<file path="src/hw/rtl/pep_pkg.sv">
// Package: token/result word types, symbol codes and the precedence table.
package pep_pkg;

	typedef struct packed {
		logic [3:0] token_class;
		logic [1:0] operand_type;
	} in_word_t;

	typedef struct packed {
		logic [1:0] action;
		logic [3:0] rule_code;
		logic [2:0] result_type;
		logic [1:0] convert_side;
		logic [2:0] check_kind;
		logic [1:0] error_code;
		logic       last;
	} out_word_t;

	localparam logic [3:0] SYM_TERM = 4'd0;
	localparam logic [3:0] SYM_LPAR = 4'd11;
	localparam logic [3:0] SYM_RPAR = 4'd12;
	localparam logic [3:0] SYM_END  = 4'd13;
	localparam logic [3:0] SYM_E    = 4'd14;
	localparam logic [3:0] SYM_MARK = 4'd15;

	localparam logic [2:0] T_INT   = 3'd0;
	localparam logic [2:0] T_FLOAT = 3'd1;
	localparam logic [2:0] T_STR   = 3'd2;
	localparam logic [2:0] T_UNDEF = 3'd3;
	localparam logic [2:0] T_BOOL  = 3'd4;

	localparam logic [1:0] ACT_SHIFT  = 2'd0;
	localparam logic [1:0] ACT_REDUCE = 2'd1;
	localparam logic [1:0] ACT_ACCEPT = 2'd2;
	localparam logic [1:0] ACT_ERROR  = 2'd3;

	localparam logic [1:0] ERR_NONE   = 2'd0;
	localparam logic [1:0] ERR_SYNTAX = 2'd1;
	localparam logic [1:0] ERR_TYPE   = 2'd2;
	localparam logic [1:0] ERR_UNDEF  = 2'd3;

	localparam logic [1:0] P_ERR   = 2'd0;
	localparam logic [1:0] P_SHIFT = 2'd1;
	localparam logic [1:0] P_RED   = 2'd2;
	localparam logic [1:0] P_EQ    = 2'd3;

	localparam int MAX_RESULTS = 32;

	// token/symbol class to table column
	function automatic logic [2:0] class_col(input logic [3:0] c);
		logic [2:0] r;
		case (c)
			4'd0: r = 3'd6;
			4'd1, 4'd2: r = 3'd0;
			4'd3, 4'd4: r = 3'd1;
			4'd5, 4'd6, 4'd7, 4'd8: r = 3'd2;
			4'd9, 4'd10: r = 3'd3;
			4'd11: r = 3'd4;
			4'd12: r = 3'd5;
			default: r = 3'd7;
		endcase
		return r;
	endfunction

	// precedence relation, row = stack top terminal, col = incoming
	function automatic logic [1:0] prec(input logic [2:0] row, input logic [2:0] col);
		logic [15:0] line;
		case (row)
			3'd0: line = {P_RED, P_SHIFT, P_RED, P_SHIFT, P_RED, P_RED, P_SHIFT, P_RED};
			3'd1: line = {P_RED, P_SHIFT, P_RED, P_SHIFT, P_RED, P_RED, P_RED, P_RED};
			3'd2: line = {P_RED, P_SHIFT, P_RED, P_SHIFT, P_RED, P_ERR, P_SHIFT, P_SHIFT};
			3'd3: line = {P_RED, P_SHIFT, P_RED, P_SHIFT, P_ERR, P_SHIFT, P_SHIFT, P_SHIFT};
			3'd4: line = {P_ERR, P_SHIFT, P_EQ, P_SHIFT, P_SHIFT, P_SHIFT, P_SHIFT, P_SHIFT};
			3'd5: line = {P_RED, P_ERR, P_RED, P_ERR, P_RED, P_RED, P_RED, P_RED};
			3'd6: line = {P_RED, P_ERR, P_RED, P_ERR, P_RED, P_RED, P_RED, P_RED};
			default: line = {P_ERR, P_SHIFT, P_ERR, P_SHIFT, P_SHIFT, P_SHIFT, P_SHIFT, P_SHIFT};
		endcase
		return line[col*2 +: 2];
	endfunction

	typedef struct packed {
		logic [3:0] rule;
		logic [2:0] rtype;
		logic [1:0] conv;
		logic [2:0] chk;
		logic [1:0] err;
	} red_t;

	// type rules for E op E, op = symbol 1..10
	function automatic red_t check_binary(input logic [3:0] op, input logic [2:0] l,
			input logic [2:0] r, input logic infn);
		red_t o;
		logic known;
		logic [1:0] widen;
		known = (l != T_UNDEF) && (r != T_UNDEF);
		widen = (l == T_INT) ? 2'd1 : ((r == T_INT) ? 2'd2 : 2'd0);
		o.rule = op + 4'd1;
		o.conv = 2'd0;
		o.chk = 3'd0;
		o.err = ERR_NONE;
		o.rtype = T_INT;
		if (op >= 4'd9) begin
			o.rtype = T_BOOL;
			if (known && l != r) begin
				if (l == T_INT && r == T_FLOAT) o.conv = 2'd1;
				else if (l == T_FLOAT && r == T_INT) o.conv = 2'd2;
				else o.chk = 3'd4;
			end
		end else if (!known) begin
			if (!infn) o.err = ERR_UNDEF;
			else begin
				o.chk = 3'd1;
				o.rtype = (op >= 4'd5) ? T_BOOL : T_UNDEF;
			end
		end else if (op >= 4'd5) begin
			o.rtype = T_BOOL;
			if (l == T_STR && r == T_STR) o.err = ERR_NONE;
			else if (l == T_STR || r == T_STR) o.err = ERR_TYPE;
			else if (l == T_BOOL || r == T_BOOL) o.err = (l == r) ? ERR_NONE : ERR_TYPE;
			else if (l != r) o.conv = widen;
		end else if (op == 4'd1 && l == T_STR && r == T_STR) begin
			o.rule = 4'd7;
			o.rtype = T_STR;
		end else if (l == T_STR || r == T_STR || l == T_BOOL || r == T_BOOL) begin
			o.err = ERR_TYPE;
		end else if (l == T_INT && r == T_INT) begin
			o.rtype = T_INT;
			if (op == 4'd4) begin
				o.rule = 4'd6;
				o.chk = 3'd2;
			end
		end else begin
			o.rtype = T_FLOAT;
			o.conv = widen;
			if (op == 4'd4) o.chk = 3'd3;
		end
		return o;
	endfunction

	// controller to datapath commands
	typedef struct packed {
		logic load_tok;
		logic clear;
		logic shift;
		logic push_eq;
		logic reduce;
	} cmd_t;

	// datapath status
	typedef struct packed {
		logic [1:0] rel;
		logic       accept_ok;
		logic       full2;
		logic       full1;
		logic       bad_tok;
		red_t       red;
		logic [2:0] final_type;
	} sts_t;

endpackage

</file>
<file path="src/hw/rtl/pep_dp.sv">
// Datapath: symbol stack in registers, top terminal and handle marker search.
module pep_dp #(
	parameter int STACK_DEPTH = 32
) (
	input  logic              clk,
	input  logic              arst_n,
	input  logic              in_function,
	input  pep_pkg::in_word_t tok,
	input  pep_pkg::cmd_t     cmd,
	output pep_pkg::sts_t     sts
);
	import pep_pkg::*;

	localparam int PW = $clog2(STACK_DEPTH + 1);
	localparam int IW = $clog2(STACK_DEPTH);

	logic [7:0]    stk_q [STACK_DEPTH];
	logic [PW-1:0] top_q;
	logic [2:0]    final_q;
	in_word_t      tok_q;
	// position of top terminal and of top marker, kept incrementally
	logic [IW-1:0] term_q;
	logic [IW-1:0] mark_q;
	logic [STACK_DEPTH-1:0] is_mark_q;
	logic [STACK_DEPTH-1:0] is_term_q;

	logic [IW-1:0] nmark, nterm;
	logic          nmark_ok;
	logic [7:0]    ha, hb, hc;
	logic [PW-1:0] hlen;
	red_t          rd;

	// search below the marker being removed (priority from top)
	always_comb begin
		nmark = '0;
		nmark_ok = 1'b0;
		nterm = '0;
		for (int i = 1; i < STACK_DEPTH; i++) begin
			if (IW'(i) < mark_q && is_mark_q[i]) begin
				nmark = IW'(i);
				nmark_ok = 1'b1;
			end
			if (IW'(i) < mark_q && is_term_q[i]) nterm = IW'(i);
		end
	end

	// handle decode
	always_comb begin
		ha = stk_q[IW'(mark_q + IW'(1))];
		hb = stk_q[IW'(mark_q + IW'(2))];
		hc = stk_q[IW'(mark_q + IW'(3))];
		hlen = top_q - PW'(mark_q) - PW'(1);
		rd = '{rule: 4'd0, rtype: T_INT, conv: 2'd0, chk: 3'd0, err: ERR_SYNTAX};
		if (mark_q != '0 && is_mark_q[mark_q]) begin
			if (hlen == PW'(1)) begin
				if (ha[3:0] == SYM_TERM)
					rd = '{rule: 4'd0, rtype: ha[6:4], conv: 2'd0, chk: 3'd0, err: ERR_NONE};
			end else if (hlen == PW'(3)) begin
				if (ha[3:0] == SYM_LPAR && hb[3:0] == SYM_E && hc[3:0] == SYM_RPAR)
					rd = '{rule: 4'd1, rtype: hb[6:4], conv: 2'd0, chk: 3'd0, err: ERR_NONE};
				else if (ha[3:0] == SYM_E && hc[3:0] == SYM_E && hb[3:0] >= 4'd1
						&& hb[3:0] <= 4'd10)
					rd = check_binary(hb[3:0], ha[6:4], hc[6:4], in_function);
			end
		end
	end

	// status
	always_comb begin
		logic [2:0] row, col;
		row = class_col(stk_q[term_q][3:0]);
		col = class_col(tok_q.token_class);
		sts.rel = prec(row, col);
		sts.accept_ok = (row == 3'd7) && (col == 3'd7);
		sts.full2 = (top_q + PW'(2)) > PW'(STACK_DEPTH);
		sts.full1 = (top_q + PW'(1)) > PW'(STACK_DEPTH);
		sts.bad_tok = tok_q.token_class > 4'd13;
		sts.red = rd;
		sts.final_type = final_q;
	end

	// payload of the stack
	always_ff @(posedge clk or negedge arst_n) begin
		if (!arst_n) begin
			stk_q[0] <= {1'b0, T_UNDEF, SYM_END};
		end else begin
			if (cmd.shift) begin
				for (int i = 1; i < STACK_DEPTH; i++) begin
					if (IW'(i) == term_q + IW'(1)) stk_q[i] <= {4'd0, SYM_MARK};
					else if (IW'(i) > term_q + IW'(1) && PW'(i) <= top_q)
						stk_q[i] <= stk_q[i-1];
					else if (PW'(i) == top_q + PW'(1))
						stk_q[i] <= {1'b0, (tok_q.token_class == SYM_TERM) ?
							{1'b0, tok_q.operand_type} : T_UNDEF, tok_q.token_class};
				end
			end else if (cmd.push_eq) begin
				stk_q[top_q[IW-1:0]] <= {1'b0, T_UNDEF, tok_q.token_class};
			end else if (cmd.reduce) begin
				stk_q[mark_q] <= {1'b0, rd.rtype, SYM_E};
			end
			if (cmd.clear) stk_q[0] <= {1'b0, T_UNDEF, SYM_END};
			if (cmd.load_tok) tok_q <= tok;
		end
	end

	// control part of the stack
	always_ff @(posedge clk or negedge arst_n) begin
		if (!arst_n) begin
			top_q <= PW'(1);
			final_q <= T_UNDEF;
			term_q <= '0;
			mark_q <= '0;
			is_mark_q <= '0;
			is_term_q <= STACK_DEPTH'(1);
		end else if (cmd.clear) begin
			top_q <= PW'(1);
			final_q <= T_UNDEF;
			term_q <= '0;
			mark_q <= '0;
			is_mark_q <= '0;
			is_term_q <= STACK_DEPTH'(1);
		end else if (cmd.shift) begin
			for (int i = 1; i < STACK_DEPTH; i++) begin
				if (IW'(i) == term_q + IW'(1)) begin
					is_mark_q[i] <= 1'b1;
					is_term_q[i] <= 1'b0;
				end else if (IW'(i) > term_q + IW'(1) && PW'(i) <= top_q) begin
					is_mark_q[i] <= is_mark_q[i-1];
					is_term_q[i] <= is_term_q[i-1];
				end else if (PW'(i) == top_q + PW'(1)) begin
					is_mark_q[i] <= 1'b0;
					is_term_q[i] <= 1'b1;
				end
			end
			top_q <= top_q + PW'(2);
			term_q <= IW'(top_q + PW'(1));
			// a marker above the top terminal moves up one place and stays topmost; otherwise the new one is topmost
			mark_q <= (mark_q > term_q) ? IW'(mark_q + IW'(1)) : IW'(term_q + IW'(1));
		end else if (cmd.push_eq) begin
			is_mark_q[top_q[IW-1:0]] <= 1'b0;
			is_term_q[top_q[IW-1:0]] <= 1'b1;
			top_q <= top_q + PW'(1);
			term_q <= top_q[IW-1:0];
		end else if (cmd.reduce) begin
			is_mark_q[mark_q] <= 1'b0;
			is_term_q[mark_q] <= 1'b0;
			top_q <= PW'(mark_q) + PW'(1);
			final_q <= rd.rtype;
			mark_q <= nmark_ok ? nmark : '0;
			term_q <= nterm;
		end
	end

endmodule

</file>
<file path="src/hw/rtl/pep_ctrl.sv">
// Controller: per-token sequencing of reduce/shift/accept/error and output word.
module pep_ctrl (
	input  logic               clk,
	input  logic               arst_n,
	input  logic               in_valid,
	output logic               in_ready,
	output logic               out_valid,
	input  logic               out_ready,
	output pep_pkg::out_word_t out_data,
	output pep_pkg::cmd_t      cmd,
	input  pep_pkg::sts_t      sts
);
	import pep_pkg::*;

	typedef enum logic [2:0] {
		S_IDLE = 3'b001,
		S_STEP = 3'b010,
		S_OUT  = 3'b100
	} state_t;

	state_t     state_q;
	logic [4:0] cnt_q;
	logic       done_q;
	out_word_t  word_q;
	out_word_t  nw;
	logic       fin;

	// decide one step
	always_comb begin
		cmd = '0;
		nw = '0;
		fin = 1'b1;
		cmd.load_tok = (state_q == S_IDLE) && in_valid;
		if (state_q == S_STEP) begin
			nw.action = ACT_ERROR;
			nw.error_code = ERR_SYNTAX;
			if (sts.bad_tok || cnt_q == 5'(MAX_RESULTS - 1)) begin
				cmd.clear = 1'b1;
			end else begin
				case (sts.rel)
					P_SHIFT: begin
						if (sts.full2) cmd.clear = 1'b1;
						else begin
							cmd.shift = 1'b1;
							nw = '0;
						end
					end
					P_EQ: begin
						if (sts.full1) cmd.clear = 1'b1;
						else begin
							cmd.push_eq = 1'b1;
							nw = '0;
						end
					end
					P_ERR: begin
						cmd.clear = 1'b1;
						if (sts.accept_ok) begin
							nw = '0;
							nw.action = ACT_ACCEPT;
							nw.result_type = sts.final_type;
						end
					end
					default: begin
						if (sts.red.err != ERR_NONE) begin
							cmd.clear = 1'b1;
							nw.error_code = sts.red.err;
						end else begin
							cmd.reduce = 1'b1;
							fin = 1'b0;
							nw = '0;
							nw.action = ACT_REDUCE;
							nw.rule_code = sts.red.rule;
							nw.result_type = sts.red.rtype;
							nw.convert_side = sts.red.conv;
							nw.check_kind = sts.red.chk;
						end
					end
				endcase
			end
			nw.last = fin;
		end
	end

	always_ff @(posedge clk) begin
		if (state_q == S_STEP) word_q <= nw;
	end

	always_ff @(posedge clk or negedge arst_n) begin
		if (!arst_n) begin
			state_q <= S_IDLE;
			cnt_q <= '0;
			done_q <= 1'b0;
		end else begin
			case (state_q)
				S_IDLE: if (in_valid) begin
					state_q <= S_STEP;
					cnt_q <= '0;
				end
				S_STEP: begin
					state_q <= S_OUT;
					done_q <= fin;
					cnt_q <= cnt_q + 5'd1;
				end
				S_OUT: if (out_ready) state_q <= done_q ? S_IDLE : S_STEP;
				default: state_q <= S_IDLE;
			endcase
		end
	end

	assign in_ready = (state_q == S_IDLE);
	assign out_valid = (state_q == S_OUT);
	assign out_data = word_q;

	a_last_done: assert property (@(posedge clk) disable iff (!arst_n)
		out_valid |-> (out_data.last == done_q)) else $error("last flag mismatch");
	a_excl: assert property (@(posedge clk) disable iff (!arst_n)
		$countones({cmd.shift, cmd.push_eq, cmd.reduce, cmd.clear}) <= 1)
		else $error("conflicting stack commands");
	a_reduce_word: assert property (@(posedge clk) disable iff (!arst_n)
		(out_valid && out_data.action == ACT_REDUCE) |-> !out_data.last)
		else $error("reduce marked last");
	a_step_out: assert property (@(posedge clk) disable iff (!arst_n)
		(state_q == S_STEP) |=> (state_q == S_OUT)) else $error("step not shown");

endmodule

</file>
<file path="src/hw/rtl/precedence_expression_parser_core.sv">
// Top level of the operator-precedence expression parser.
// Usage: tokens enter on in_valid/in_ready as one in_word_t word (class and
// operand type). For each accepted token the block returns one or more
// out_word_t words on out_valid/out_ready: zero or more reductions, then one
// shift, accept or error, the final word flagged by last.
// Each result word takes a decision step and a hand-over step; the next token
// is taken after the last word is handed over. The user writes in_function
// through cfg_we/cfg_wdata only while idle; the block does not enforce this.
// Reset (arst_n low) empties the stack to the bottom end marker and clears
// in_function. A stall on out_ready holds the current word and stops the
// parser; no token is taken until all its results are delivered.
module precedence_expression_parser_core #(
	parameter int STACK_DEPTH = 32
) (
	input  logic               clk,
	input  logic               arst_n,
	input  logic               cfg_we,
	input  logic               cfg_wdata,
	input  logic               in_valid,
	output logic               in_ready,
	input  pep_pkg::in_word_t  in_data,
	output logic               out_valid,
	input  logic               out_ready,
	output pep_pkg::out_word_t out_data
);
	import pep_pkg::*;

	logic in_function_q;
	cmd_t cmd;
	sts_t sts;

	always_ff @(posedge clk or negedge arst_n) begin
		if (!arst_n) in_function_q <= 1'b0;
		else if (cfg_we) in_function_q <= cfg_wdata;
	end

	pep_dp #(.STACK_DEPTH(STACK_DEPTH)) u_dp (
		.clk(clk), .arst_n(arst_n), .in_function(in_function_q),
		.tok(in_data), .cmd(cmd), .sts(sts)
	);

	pep_ctrl u_ctrl (
		.clk(clk), .arst_n(arst_n), .in_valid(in_valid), .in_ready(in_ready),
		.out_valid(out_valid), .out_ready(out_ready), .out_data(out_data),
		.cmd(cmd), .sts(sts)
	);

endmodule
</file>
<file path="config.mk">
export PLATFORM = sky130hd
export DESIGN_NAME = precedence_expression_parser_core
export DESIGN_NICKNAME = d
export VERILOG_FILES = /design/src/hw/rtl/pep_pkg.sv /design/src/hw/rtl/pep_dp.sv /design/src/hw/rtl/pep_ctrl.sv /design/src/hw/rtl/precedence_expression_parser_core.sv
export SDC_FILE = /design/constraint.sdc
export NUM_CORES = 2
export LEC_CHECK = 0
export ABC_AREA = 1
export BUFFER_PORTS_ARGS = -buffer_cell sky130_fd_sc_hd__buf_2
export CAP_MARGIN = 20
export CORE_AREA = 5 5 289 291
export CTS_CLUSTER_DIAMETER = 50
export DETAILED_ROUTE_END_ITERATION = 10
export DIE_AREA = 0 0 294 296
export HOLD_SLACK_MARGIN = 0.06
export SLEW_MARGIN = 15
export SYNTH_ARGS = -nofsm -noshare
export SYNTH_HDL_FRONTEND = slang
export SYNTH_SLANG_ARGS = --single-unit
</file>
<file path="constraint.sdc">
create_clock -name clk -period 6 [get_ports clk]
set_input_delay 0.3 -clock clk [delete_from_list [all_inputs] [get_ports clk]]
set_output_delay 0.3 -clock clk [all_outputs]
set_load 0.02 [all_outputs]
</file>
==> flow_summary.yaml <==
outcome:
  outcome: "complete, no violations"
clock_network:
  ctsHtreeMaxLevel: 3
  path_clk_slew_ns: 0.05
  ctsRootBufferMaster: "clkbuf_16"
  cts_tree: "built"
  cts_setup_buffers: 0
  cts_sinks: 342
  clock_latency_ns: 0.63
  clockBufferDepth: 3
  cts-buffers-inserted: 68
logic_synthesis:
  synth_area_per_cell_um2: 6.38
  syn-cell-area_mm2: 0.0312
  synthXorXnorAreaFrac: 0.00421
  synth_compound_area_frac: 0.245
  synth_simple_gate_area_share: 0.308
  synth_ff_type: "edfxtp_1"
  synthMuxAreaShare: 0.000321
  synth.distinct_cells: 62
  yosys_warnings: 0
  async_reset_ff_frac: 0.289
  ys_ff_latch: 342
  synth_top_family_by_area: "simple AND/OR/NAND/NOR gates"
  synth_edf_count: 240
  ys_seq_area_frac: 0.313
  syn_inst: 4886
  syn_nets: 4947
  synthAdderAreaFrac: 0.0199
power:
  irDropWorstVdd_mv: 0.356
  power.switching_mw: 11.0
  swShare: 0.565
  totalPowerFinal_mw: 19.5
  p_leak_nw: 16.0
  seq_power_share: 0.179
  p_clk_frac: 0.201
  power.internal_mw: 8.47
  share_comb_of_total_power: 0.620
  power_density_mw_per_mm2: 537
global_routing:
  antenna_found_initial: 23
  track_usage: 0.443
  grt_max_degree: 123
  overflow: 0
  grt_first_pass_wirelength_um: 274000
  grt_pass1_vias: 35059
sta:
  slew_violations: 0
  worst_pin_slew_ns: 1.29
  tns_ns: 0
  finClkSkew_ns: 0.0269
  rsz0062_at_grt: "false"
  finalHoldViolations: 0
  post-route-min-period_ns: 5.74
  finalSetupViolCount: 0
  fin_crit_sh: 0.956
  relSlewSlack: 0.137
  fmax_mhz: 174
detailed_routing:
  post_drt_wl_per_cell_um: 32.7
  drt-vias-per-instance: 6.38
  drt_iter0_markers: 6868
  dr.pass1.iters: 7
  detail-route-antenna-nets: 0
  totalWireLength_um: 200000
  drc: 0
  vias: 39115
placement:
  place_hpwl_um: 154000
  place_congestion: 1.11
  port_buffers: 30
critical_path:
  crit_type: "reg -> reg"
  startpoint: "u_dp.mark_q[1]$_DFFE_PN0P_"
  cp.arrival_ns: 6.07
  cp_slowest_cell: "o21ai_0"
  cp_max_fo: 14
  worstPathRequired_ns: 6.33
  cpMostUsedCell: "nand2_1"
  startpoint_type: "flip-flop"
  timing.rr.start: "u_dp.mark_q[1]$_DFFE_PN0P_"
  crit_path_end_kind: "flip-flop"
  cpPeakStageDelay_ns: 0.54
flow_run:
  maxCapViolCount: 0
finish:
  fillers: 8515
  regArea_mm2: 0.00977
  multi_input_area_mm2: 0.0181
  areaGrowthSynthToFinish_pct: 16.4
  layout.nets: 5065
  final_cell_mix: "nand2_1, o21ai_0, a21oi_1"
  post-route-util: 0.452
  mostFrequentLayoutCell: "nand2_1"
  drive_gt1_frac: 0.107
die:
  start_util: 0.388
  dieArea_mm2: 0.0870
  die_x_um: 294
  rows: 104
  io_pins: 31
  die_h_um: 296
  core_mm2: 0.0803
worst_hold_path:
  hold_class: "in -> async"
==> repair_timing <==
item	4_1_cts	5_1_grt
hold buffers	12	0
hold endpoints to repair	75	0
setup endpoints to repair	0	7
resized for setup	0	1
==> worst max-delay path, delay by kind of cell, from the launching register on <==
kind                     cells  cell delay, ns
flip-flops                   1            0.50
adder cells (fa/ha/maj)      2            0.52
AO/OA/AOI/OAI                3            0.92
buffers and inverters       11            1.77
AND/OR/NAND/NOR             15            1.70
==> synthesized netlist by cell type (10+ instances only) <==
cell type,number,share of area
o21ai_1,60,0.0096
nor4_1,12,0.0024
clkinv_1,18,0.0022
a22oi_1,12,0.0029
or2_2,14,0.0028
edfxtp_1,240,0.23
nand4_1,31,0.0062
nor2_1,491,0.059
a211oi_1,20,0.0048
a31oi_1,23,0.0046
a221oi_1,11,0.0031
o311ai_0,15,0.0042
nand2_1,1105,0.13
o32ai_1,10,0.0028
nor3_1,110,0.018
nand3b_1,20,0.0048
clkbuf_1,135,0.016
xor2_1,13,0.0037
o211ai_1,112,0.027
dfrtp_1,89,0.071
inv_2,31,0.0037
o22ai_1,46,0.0092
inv_1,496,0.060
buf_1,17,0.0020
nand3_1,441,0.071
ha_1,48,0.019
o21ai_0,529,0.085
dfstp_2,10,0.0084
a21oi_1,503,0.081
buf_2,107,0.017
buf_4,18,0.0043
==> cells by family after synthesis <==
group	Yosys count
buf+inv	831
mux	1
compound gates	1384
fa+ha+maj	49
flops	342
xor+xnor	15
simple gates	2264
==> path summary, 6_finish.rpt <==
kind,slack [ns],cells after the start,endpoint
min in group clk,0.39,2,u_dp.tok_q[0]$_DFFE_PP_
max in group asynchronous,4.31,4,u_dp.term_q[1]$_DFFE_PN0P_
min reg2reg,0.47,2,u_dp.is_term_q[0]$_DFFE_PN1P_
min,0.08,2,u_dp.is_mark_q[13]$_DFFE_PN0P_
max reg2reg,0.26,31,u_dp.stk_q[216]$_DFFE_PP_
max,0.26,31,u_dp.stk_q[216]$_DFFE_PP_
==> stage by stage <==
step / worst slack (ns) / hold WS, ns / cell area, µm² / cells
6_report: 0.261 / 0.0753 / 36300 / 6128
5_1_grt: 0.0819 / 0.0876 / 36300 / 6121
4_1_cts: 0.345 / 0.0609 / 36300 / 6120
3_5_place_dp: 0.341 / 0.150 / 33900 / 5982
3_3_place_gp: 0.409 / 0.149 / 33900 / 5982
2_1_floorplan: 0.0941 / 0.00441 / 31200 / 4886
==> state kept, by name, indices dropped and copies added, names as in the netlist, named ones only <==
signal           cells
u_dp.stk_q         224
u_ctrl.out_data     17
u_ctrl.state_q       3
u_dp.final_q         3
u_dp.mark_q          5
u_dp.term_q          5
u_ctrl.done_q        1
u_dp.is_mark_q      32
u_dp.top_q           6
in_function_q        1
u_dp.tok_q           6
u_ctrl.cnt_q         5
u_dp.is_term_q      31
==> layer usage <==
layer / part of all wire / wire length (µm) / vias to the layer above / global-route usage
li1: - / - / 16929 / -
met1: 0.38 / 76700 / 18456 / 0.589
met2: 0.39 / 79100 / 3010 / 0.616
met3: 0.14 / 28500 / 698 / 0.148
met4: 0.079 / 15900 / 22 / 0.284
met5: 0.0015 / 295 / - / 0
==> cell type report <==
class                   count  area share
multi-input cells        3713       0.498
well taps                1060      0.0366
repair buffers            333      0.0761
clock inverters            43      0.0124
flip-flops and latches    342       0.269
inverters                 546      0.0567
clock buffers              83      0.0505
diodes                      8    0.000552
==> power groups by stage <==
stage	clock (mW)	combinational [mW]	sequential [mW]
3_5_place_dp	0	11.4	3.47
5_1_grt	4.02	12.6	3.47
3_3_place_gp	0	11.5	3.47
2_1_floorplan	0	6.61	3.19
6_report	3.91	12.1	3.48
4_1_cts	3.92	11.5	3.42
Power figures use the tool's default switching activity.
